$ cat config.mk
export PLATFORM = sky130hd
export DESIGN_NAME = range_filter_aggregate
export DESIGN_NICKNAME = d
export VERILOG_FILES = /design/src/rfa_pkg.sv /design/src/range_filter_aggregate.sv
export VERILOG_INCLUDE_DIRS = /design/src /design/src/src
export SDC_FILE = /design/constraint.sdc
export NUM_CORES = 2
export LEC_CHECK = 0
export BUFFER_PORTS_ARGS = -buffer_cell sky130_fd_sc_hd__buf_2
export CAP_MARGIN = 20
export CELL_PAD_IN_SITES_DETAIL_PLACEMENT = 1
export CELL_PAD_IN_SITES_GLOBAL_PLACEMENT = 2
export CORE_MARGIN = 2
export CORE_UTILIZATION = 35
export CTS_CLUSTER_SIZE = 16
export DETAILED_ROUTE_END_ITERATION = 6
export HOLD_SLACK_MARGIN = 0.15
export PLACE_DENSITY_LB_ADDON = 0.1
export SYNTH_ARGS = -nofsm -noshare
export SYNTH_HDL_FRONTEND = slang
export SYNTH_SLANG_ARGS = --single-unit
$ cat constraint.sdc
create_clock -name clk -period 20 [get_ports clk]
set_clock_uncertainty 0.1 [all_clocks]
set_input_delay 1 -clock clk [delete_from_list [all_inputs] [get_ports clk]]
set_output_delay 1 -clock clk [all_outputs]
set_load 0.01 [all_outputs]
$ cat src/range_filter_aggregate_defines.svh
// Assertion macros shared by the range filter/aggregate RTL.
// Needs nothing else; included by the modules that assert.
`ifndef RANGE_FILTER_AGGREGATE_DEFINES_SVH
`define RANGE_FILTER_AGGREGATE_DEFINES_SVH

// Same-cycle implication, disabled while reset is asserted.
`define RFA_ASSERT_NOW(label, clk, rst_n, ante, cons, msg) \
	label: assert property (@(posedge clk) disable iff (!rst_n) (ante) |-> (cons)) \
		else $error(msg);

// Next-cycle implication, disabled while reset is asserted.
`define RFA_ASSERT_NEXT(label, clk, rst_n, ante, cons, msg) \
	label: assert property (@(posedge clk) disable iff (!rst_n) (ante) |=> (cons)) \
		else $error(msg);

`endif

$ cat src/rfa_pkg.sv
// Package for the range filter/aggregate block: widths, codes, sequencer states.
// No dependencies; imported by range_filter_aggregate, rfa_checker and the bench.
`default_nettype none

package rfa_pkg;

	localparam int LIST_DEPTH   = 16;
	localparam int COLLECT_KEYS = 32;
	localparam int LIST_AW      = (LIST_DEPTH > 1) ? $clog2(LIST_DEPTH) : 1;
	localparam int SCAN_W       = $clog2(LIST_DEPTH + 1);

	localparam int KEY_W      = 63;
	localparam int VAL_W      = 64;
	localparam int COUNT_W    = 32;
	localparam int S_TDATA_W  = 128;
	localparam int M_TDATA_W  = 224;
	localparam int M_TUSER_W  = 3;
	localparam int CFG_IDX_W  = 3;
	localparam int CFG_DATA_W = 63;
	localparam int MODE_W     = 3;

	// register indexes
	localparam logic [CFG_IDX_W-1:0] CFG_RANGE_START     = 3'd0;
	localparam logic [CFG_IDX_W-1:0] CFG_RANGE_STOP      = 3'd1;
	localparam logic [CFG_IDX_W-1:0] CFG_START_EXCLUSIVE = 3'd2;
	localparam logic [CFG_IDX_W-1:0] CFG_STOP_INCLUSIVE  = 3'd3;
	localparam logic [CFG_IDX_W-1:0] CFG_AGG_MODE        = 3'd4;

	// fold modes
	localparam logic [MODE_W-1:0] MODE_COLLECT = 3'd0;
	localparam logic [MODE_W-1:0] MODE_SUM     = 3'd1;
	localparam logic [MODE_W-1:0] MODE_MAX     = 3'd2;
	localparam logic [MODE_W-1:0] MODE_AVG     = 3'd3;
	localparam logic [MODE_W-1:0] MODE_PUSH    = 3'd4;
	localparam logic [MODE_W-1:0] MODE_SET     = 3'd5;

	typedef enum logic [2:0] {
		ST_IDLE,
		ST_STOP,
		ST_START,
		ST_FOLD,
		ST_SCAN,
		ST_FIN
	} state_t;

endpackage

`default_nettype wire

$ cat src/range_filter_aggregate.sv
// Range filter and fold over a sorted key/value scan, one shared comparator.
// Depends on rfa_pkg and range_filter_aggregate_defines.svh.
//
// Channel  Dir  Handshake                   Payload
// s_axis   in   s_axis_tvalid/tready        tdata: key, value; tuser: restart; tlast: index end
// m_axis   out  m_axis_tvalid/tready        tdata: key, value, agg, count; tuser: flags;
//                                           tlast: done
// cfg      in   cfg_we (no stall)           cfg_index, cfg_data
//
// Steps from accept to result: stop check, start check, fold, finish; a beat past the stop
// or after done skips from stop check to finish, one below the start from start check.
// Set mode with list room adds a walk over the stored list (one read port, one comparator).
// Result sits in an output register; the next beat is accepted while it waits,
// and the sequencer holds in its finish step only if the old result is still there.
// Reset (arst_n low) clears sequencer, aggregate, count, done and config; the list
// itself is not cleared, entries are only compared below the fill count.
`default_nettype none

`include "range_filter_aggregate_defines.svh"

module range_filter_aggregate (
	input  wire logic                            clk,
	input  wire logic                            arst_n,
	// input beats
	input  wire logic                            s_axis_tvalid,
	output logic                                 s_axis_tready,
	input  wire logic [rfa_pkg::S_TDATA_W-1:0]   s_axis_tdata,  // [62:0] pair_key, [126:63] pair_value, [127] zero
	input  wire logic                            s_axis_tuser,  // [0] restart
	input  wire logic                            s_axis_tlast,  // index_end
	// result beats
	output logic                                 m_axis_tvalid,
	input  wire logic                            m_axis_tready,
	output logic [rfa_pkg::M_TDATA_W-1:0]        m_axis_tdata,  // [62:0] out_key, [126:63] out_value,
	                                                            // [190:127] agg_result, [222:191] count, [223] zero
	output logic [rfa_pkg::M_TUSER_W-1:0]        m_axis_tuser,  // [0] taken, [1] list_full, [2] duplicate
	output logic                                 m_axis_tlast,  // done_res
	// configuration writes
	input  wire logic                            cfg_we,
	input  wire logic [rfa_pkg::CFG_IDX_W-1:0]   cfg_index,
	input  wire logic [rfa_pkg::CFG_DATA_W-1:0]  cfg_data
);

	import rfa_pkg::*;

	// configuration
	logic [KEY_W-1:0]   start_q;
	logic [KEY_W-1:0]   stop_q;
	logic               start_excl_q;
	logic               stop_incl_q;
	logic [MODE_W-1:0]  agg_mode_q;

	// query state
	logic [VAL_W-1:0]   agg_q;
	logic [COUNT_W-1:0] count_q;
	logic               done_q;

	// beat in flight
	logic [KEY_W-1:0]   key_q;
	logic [VAL_W-1:0]   val_q;
	logic               last_q;
	logic               taken_q;
	logic               full_q;
	logic               dup_q;
	logic               echo_q;

	state_t state_q, state_d;

	// list walk
	logic [VAL_W-1:0]   list_mem [LIST_DEPTH];
	logic [VAL_W-1:0]   rd_s1;
	logic               rd_vld_s1;
	logic [SCAN_W-1:0]  scan_q;

	// result register
	logic               out_vld_q;
	logic [KEY_W-1:0]   out_key_q;
	logic [VAL_W-1:0]   out_value_q;
	logic [VAL_W-1:0]   out_agg_q;
	logic [COUNT_W-1:0] out_count_q;
	logic [M_TUSER_W-1:0] out_flags_q;
	logic               out_done_q;

	// shared comparator
	logic [VAL_W-1:0]   cmp_a, cmp_b;
	logic               cmp_eq, cmp_gt;

	logic               accept;
	logic               past, above;
	logic               list_room, scan_more;
	logic               mem_we, mem_re, out_load;
	logic [COUNT_W-1:0] count_inc;

	assign accept    = s_axis_tvalid && s_axis_tready;
	assign list_room = count_q < COUNT_W'(LIST_DEPTH);
	// only used while count_q < LIST_DEPTH, so the low bits hold it
	assign scan_more = scan_q < count_q[SCAN_W-1:0];
	assign count_inc = (count_q == '1) ? count_q : count_q + COUNT_W'(1);

	// One magnitude comparator, operands picked by the sequencer step:
	// stop check key vs stop, start check key vs start, max fold value vs
	// aggregate, list walk stored entry vs value.
	always_comb begin
		cmp_a = {1'b0, key_q};
		cmp_b = {1'b0, stop_q};
		case (state_q)
			ST_STOP: begin
				cmp_a = {1'b0, key_q};
				cmp_b = {1'b0, stop_q};
			end
			ST_START: begin
				cmp_a = {1'b0, key_q};
				cmp_b = {1'b0, start_q};
			end
			ST_FOLD: begin
				cmp_a = val_q;
				cmp_b = agg_q;
			end
			ST_SCAN: begin
				cmp_a = rd_s1;
				cmp_b = val_q;
			end
			default: begin
				cmp_a = {1'b0, key_q};
				cmp_b = {1'b0, stop_q};
			end
		endcase
	end

	assign cmp_eq = cmp_a == cmp_b;
	assign cmp_gt = cmp_a > cmp_b;
	assign past   = cmp_gt || (cmp_eq && !stop_incl_q);
	assign above  = cmp_gt || (cmp_eq && !start_excl_q);

	always_ff @(posedge clk or negedge arst_n) begin
		if (!arst_n) begin
			state_q <= ST_IDLE;
		end else begin
			state_q <= state_d;
		end
	end

	always_comb begin
		state_d  = state_q;
		mem_we   = 1'b0;
		mem_re   = 1'b0;
		out_load = 1'b0;
		case (state_q)
			ST_IDLE: begin
				if (s_axis_tvalid) state_d = ST_STOP;
			end
			ST_STOP: begin
				// a finished query ignores the beat
				state_d = (done_q || past) ? ST_FIN : ST_START;
			end
			ST_START: begin
				state_d = above ? ST_FOLD : ST_FIN;
			end
			ST_FOLD: begin
				mem_we  = (agg_mode_q == MODE_PUSH) && list_room;
				state_d = ((agg_mode_q == MODE_SET) && list_room) ? ST_SCAN : ST_FIN;
			end
			ST_SCAN: begin
				mem_re = scan_more;
				// exit once the last read has been compared
				if (!scan_more && !rd_vld_s1) begin
					mem_we  = !dup_q;
					state_d = ST_FIN;
				end
			end
			ST_FIN: begin
				if (!out_vld_q || m_axis_tready) begin
					out_load = 1'b1;
					state_d  = ST_IDLE;
				end
			end
			default: state_d = ST_IDLE;
		endcase
	end

	assign s_axis_tready = state_q == ST_IDLE;

	// list storage: one write port (fill position), one registered read port (walk)
	always_ff @(posedge clk) begin
		if (mem_we) list_mem[count_q[LIST_AW-1:0]] <= val_q;
		if (mem_re) rd_s1 <= list_mem[scan_q[LIST_AW-1:0]];
	end

	// control and query state
	always_ff @(posedge clk or negedge arst_n) begin
		if (!arst_n) begin
			start_q      <= '0;
			stop_q       <= '0;
			start_excl_q <= 1'b0;
			stop_incl_q  <= 1'b0;
			agg_mode_q   <= MODE_COLLECT;
			agg_q        <= '0;
			count_q      <= '0;
			done_q       <= 1'b0;
			rd_vld_s1    <= 1'b0;
			out_vld_q    <= 1'b0;
		end else begin
			if (cfg_we) begin
				case (cfg_index)
					CFG_RANGE_START:     start_q      <= cfg_data;
					CFG_RANGE_STOP:      stop_q       <= cfg_data;
					CFG_START_EXCLUSIVE: start_excl_q <= cfg_data[0];
					CFG_STOP_INCLUSIVE:  stop_incl_q  <= cfg_data[0];
					CFG_AGG_MODE:        agg_mode_q   <= cfg_data[MODE_W-1:0];
					default: ;
				endcase
			end

			if (accept && s_axis_tuser) begin
				agg_q   <= '0;
				count_q <= '0;
				done_q  <= 1'b0;
			end

			case (state_q)
				ST_STOP: begin
					if (!done_q && past) done_q <= 1'b1;
				end
				ST_FOLD: begin
					case (agg_mode_q)
						MODE_COLLECT: begin
							if (count_q < COUNT_W'(COLLECT_KEYS)) count_q <= count_inc;
						end
						MODE_SUM: agg_q <= agg_q + val_q;
						MODE_MAX: begin
							if (cmp_gt) agg_q <= val_q;
						end
						MODE_AVG: begin
							agg_q   <= agg_q + val_q;
							count_q <= count_inc;
						end
						MODE_PUSH: begin
							if (list_room) count_q <= count_inc;
						end
						MODE_SET: rd_vld_s1 <= 1'b0;
						default: ;
					endcase
				end
				ST_SCAN: begin
					rd_vld_s1 <= mem_re;
					if (mem_we) count_q <= count_inc;
				end
				ST_FIN: begin
					if (out_load && last_q) done_q <= 1'b1;
				end
				default: ;
			endcase

			if (out_load) out_vld_q <= 1'b1;
			else if (m_axis_tready) out_vld_q <= 1'b0;
		end
	end

	// beat payload and flags
	always_ff @(posedge clk) begin
		if (accept) begin
			key_q   <= s_axis_tdata[KEY_W-1:0];
			val_q   <= s_axis_tdata[KEY_W+VAL_W-1:KEY_W];
			last_q  <= s_axis_tlast;
			taken_q <= 1'b0;
			full_q  <= 1'b0;
			dup_q   <= 1'b0;
			echo_q  <= 1'b0;
		end

		case (state_q)
			ST_FOLD: begin
				scan_q <= '0;
				case (agg_mode_q)
					MODE_COLLECT: begin
						if (count_q < COUNT_W'(COLLECT_KEYS)) begin
							taken_q <= 1'b1;
							echo_q  <= 1'b1;
						end else begin
							full_q <= 1'b1;
						end
					end
					MODE_SUM, MODE_MAX, MODE_AVG: taken_q <= 1'b1;
					MODE_PUSH: begin
						if (list_room) taken_q <= 1'b1;
						else full_q <= 1'b1;
					end
					MODE_SET: begin
						if (!list_room) full_q <= 1'b1;
					end
					default: ;
				endcase
			end
			ST_SCAN: begin
				if (rd_vld_s1 && cmp_eq) dup_q <= 1'b1;
				if (mem_re) scan_q <= scan_q + SCAN_W'(1);
				if (mem_we) taken_q <= 1'b1;
			end
			default: ;
		endcase

		if (out_load) begin
			out_key_q   <= echo_q ? key_q : '0;
			out_value_q <= echo_q ? val_q : '0;
			out_agg_q   <= agg_q;
			out_count_q <= count_q;
			out_flags_q <= {dup_q, full_q, taken_q};
			out_done_q  <= done_q || last_q;
		end
	end

	assign m_axis_tvalid = out_vld_q;
	assign m_axis_tdata  = {1'b0, out_count_q, out_agg_q, out_value_q, out_key_q};
	assign m_axis_tuser  = out_flags_q;
	assign m_axis_tlast  = out_done_q;

	`RFA_ASSERT_NOW(a_write_in_list, clk, arst_n, mem_we, count_q < COUNT_W'(LIST_DEPTH), "list write beyond depth")
	`RFA_ASSERT_NOW(a_scan_bound, clk, arst_n, state_q == ST_SCAN, scan_q <= count_q[SCAN_W-1:0], "list walk past fill count")
	`RFA_ASSERT_NOW(a_flags_excl, clk, arst_n, out_load, !(taken_q && (full_q || dup_q)), "taken together with a drop flag")
	`RFA_ASSERT_NEXT(a_restart_clears, clk, arst_n, accept && s_axis_tuser, (count_q == '0) && (agg_q == '0) && !done_q, "restart did not clear query state")

endmodule

`default_nettype wire

==> impl_metrics.env <==
export IMPL_slew_limit_headroom_pct=26.7
export IMPL_status="complete, no violations"
export IMPL_hold_viol=0
export IMPL_arrival_ns=8.03
export IMPL_synth_warnings=0
export IMPL_io_pins=431
export IMPL_synth_edf_count=1448
export IMPL_setup_tns_ns=0
export IMPL_ant_nets=0
export IMPL_synth_top_area_share_pct=62.0
export IMPL_ys_flop_type="edfxtp_1"
export IMPL_seq_area_frac_synth_pct=70.5
export IMPL_critPathLaunchType="flip-flop"
export IMPL_core_area_sq_um=199000
export IMPL_clock_sinks=1685
export IMPL_irDropWorstVdd_mv=0.102
export IMPL_yosys_top_cells_area="edfxtp_1 62%, mux4_2 10%, dfrtp_1 8.3%"
export IMPL_area_growth_pct=16.9
export IMPL_totalWireLength_mm=223
export IMPL_fp_row_count=164
export IMPL_p_switching_uw=3810
export IMPL_path_class="reg -> reg"
export IMPL_period_needed_ns=7.46
export IMPL_synthTopCellsByCount="1448 x edfxtp_1, 320 x mux4_2, 235 x nand2_1"
export IMPL_cts_htree_levels=4
export IMPL_setup_violations_final=0
export IMPL_synth_seq_cells=1685
export IMPL_p_leak_uw=0.0288
export IMPL_die_h_um=451
export IMPL_hold_class="in -> reg"
export IMPL_dr_pass1_iters=5
export IMPL_synth_simple_gate_area_share_pct=5.14
export IMPL_syn_inst=4047
export IMPL_grt_overflow=0
export IMPL_grt_pass1_vias=43100
export IMPL_multi_input_area_sq_um=19800
export IMPL_start_util_pct=35.1
export IMPL_seqPwrFrac_pct=42.0
export IMPL_fin_util_pct=41.1
export IMPL_r2r_cells=19
export IMPL_p_int_uw=7530
export IMPL_pwr_share_clk_pct=30.7
export IMPL_root_buffer="clkbuf_16"
export IMPL_min_period_over_period_pct=37.3
export IMPL_synth_top_cell_by_area="edfxtp_1"
export IMPL_drcViolationCount=0
export IMPL_die_x_um=451
export IMPL_synth_xor_area_share_pct=0.712
export IMPL_yosysMostFrequentCell="edfxtp_1"
export IMPL_powerDensity_nw_per_um2=138
export IMPL_post_drt_wl_per_cell_um=30.2
export IMPL_combPwrFrac_pct=27.3
export IMPL_slew_viol_final=0
export IMPL_crit_reg2reg_launch="state_q[0]"
export IMPL_globalplace_congestion=0.785
export IMPL_startpoint="state_q[0]"
export IMPL_grt_max_degree=119
export IMPL_die_area_sq_um=204000
export IMPL_synth_top_family_by_area="multiplexers"
export IMPL_postCtsSetupRepairBufs=0
export IMPL_holdCritStartpoint="s_axis_tdata[52]"
export IMPL_cts_made_buffers=189
export IMPL_vias_per_cell=5.41
export IMPL_holdPathEnd="key_q[52]"
export IMPL_portBuffers=428
export IMPL_grt_pass1_wl_mm=322
export IMPL_synth_fa_ha_area_share_pct=2.46
export IMPL_clock_latency_ns=0.84
export IMPL_grt_util_all_layers_pct=21.9
export IMPL_cp_max_fo=44
export IMPL_n_fill_cell=19500
export IMPL_fin_nets=4900
export IMPL_rsz0062_at_grt="false"
export IMPL_switching_share_pct=33.6
export IMPL_cts_buffer_depth=3
export IMPL_synth_compound_area_share_pct=6.38
export IMPL_synth_distinct_cells=87
export IMPL_drv_cap=0
export IMPL_hold_buffers=2
export IMPL_clk_pin_slew_worst_paths_ns=0.06
export IMPL_endpoint_kind="flip-flop"
export IMPL_dp_hpwl_mm=136
export IMPL_place_inst=7023
export IMPL_async_reset_ff_share_pct=13.8
export IMPL_antenna_found_initial=15
export IMPL_cts_resized=0
export IMPL_syn_area_sq_um=70100
export IMPL_timing_rr_end="agg_q[54]"
export IMPL_ff2ff_setup_slack_ns=12.54
export IMPL_fmax_mhz=134
export IMPL_crit_required_ns=20.57
export IMPL_syn_area_per_cell_sq_um=17.3
export IMPL_synthMuxAreaShare_pct=13.4
export IMPL_synth_fp_nets=4385
export IMPL_drive_gt1_share_pct=28.0
export IMPL_vias=40000
export IMPL_drt_iter0_drc=3167
export IMPL_min_path_cells=1
export IMPL_regArea_sq_um=49400
export IMPL_worstMarginPinSlew_ns=1.10
export IMPL_stdcell_count=7386
export IMPL_cts_tree="yes"
## critical path, stage by stage (launching register included)
cell	delay [ns]
dfrtp_4	0.94
and2_4	0.64
buf_4	0.71
nor2_4	0.29
buf_4	0.34
nand2_1	0.14
nand2_1	0.06
ha_1	0.32
a21o_1	0.16
a21o_1	0.17
a21oi_1	0.24
o21ai_0	0.40
a211oi_2	0.55
a21bo_2	0.47
nand2_2	0.28
buf_4	0.34
nor2_4	0.06
buf_4	0.35
a222oi_1	0.43
o21ai_0	0.13
## per-layer routing
layer	vias to the layer above	part of all wire [%]	global-route usage (%)	wire (um)
met5	-	0.0072	0	16
met3	256	3.8	2.98	8540
met4	2	1.9	4.78	4170
met1	21500	44	29.4	97500
met2	881	51	37.8	113000
li1	17300	-	-	-
## sequential cells by signal, summed over array words and instances (netlist names), 3 cells and up
| name | cells |
|---|---|
| list_mem | 1024 |
| agg_q | 64 |
| out_agg_q | 64 |
| out_value_q | 64 |
| rd_s1 | 64 |
| val_q | 64 |
| key_q | 63 |
| out_key_q | 63 |
| start_q | 63 |
| stop_q | 63 |
| count_q | 32 |
| out_count_q | 32 |
| scan_q | 5 |
| agg_mode_q | 3 |
| m_axis_tuser | 3 |
| state_q | 3 |
## worst max-delay path by stage
stage	end	slack (ns)	cells past startpoint
floorplan	m_axis_tlast	8.62	2
global placement	agg_q[57]	12.41	18
detailed placement	agg_q[54]	12.34	18
CTS	agg_q[54]	12.32	18
global route	agg_q[54]	12.17	18
finish	agg_q[54]	12.54	19
## cell families (layout without fill, tap and decap cells)
group	Yosys count	count (layout)
compound gates	658	658
xor+xnor	57	57
fa+ha+maj	137	137
buf+inv	253	932
flops	1685	1685
mux	519	519
other cells	1	5
simple gates	737	737
## layout by cell type (no fill, tap or decap), drive strengths merged, types with 11 or more instances in the layout
cell type,n
edfxtp,1448
buf,539
mux4,320
nand2,236
clkbuf,235
dfrtp,233
nor2,163
o21ai,161
and2,142
ha,136
mux2,131
a22oi,113
a21oi,110
clkinv,82
mux2i,68
a221oi,68
inv,45
a31oi,41
a21o,40
nand3,35
xnor2,35
nand4,35
and3,34
nor3,26
o21bai,24
xor2,22
o31ai,18
bufinv,16
nand2b,15
nor4,14
clkinvlp,13
nor2b,11
## layout make-up
type / instances / share of cell area (%)
antenna: 4 / 0.0122
clock buffer: 235 / 6.20
clock inverter: 120 / 1.34
inverter: 36 / 0.173
multi-input combinational: 2109 / 24.2
sequential: 1685 / 60.3
tap: 2656 / 4.06
timing repair buffer: 541 / 3.75
## power by group through the flow
stage | Clock [uW] | Combinational, uW | Sequential, uW
6_report | 3480 | 3090 | 4770
4_1_cts | 3580 | 3150 | 4790
3_3_place_gp | 0 | 3120 | 4840
3_5_place_dp | 0 | 3130 | 4860
2_1_floorplan | 0 | 1910 | 4800
5_1_grt | 3700 | 3410 | 4820
## per-stage QoR
step | setup WS (ns) | power [uW] | hold WS (ns) | cell area, sq um
3_3_place_gp | 12.41 | 7960 | 0.384 | 75700
5_1_grt | 12.17 | 11900 | 0.180 | 81900
3_5_place_dp | 12.34 | 7990 | 0.391 | 75700
4_1_cts | 12.32 | 11500 | 0.150 | 81900
2_1_floorplan | 8.62 | 6720 | 0.308 | 70100
6_report | 12.54 | 11300 | 0.229 | 81900
(Power assumes the default switching activity.)
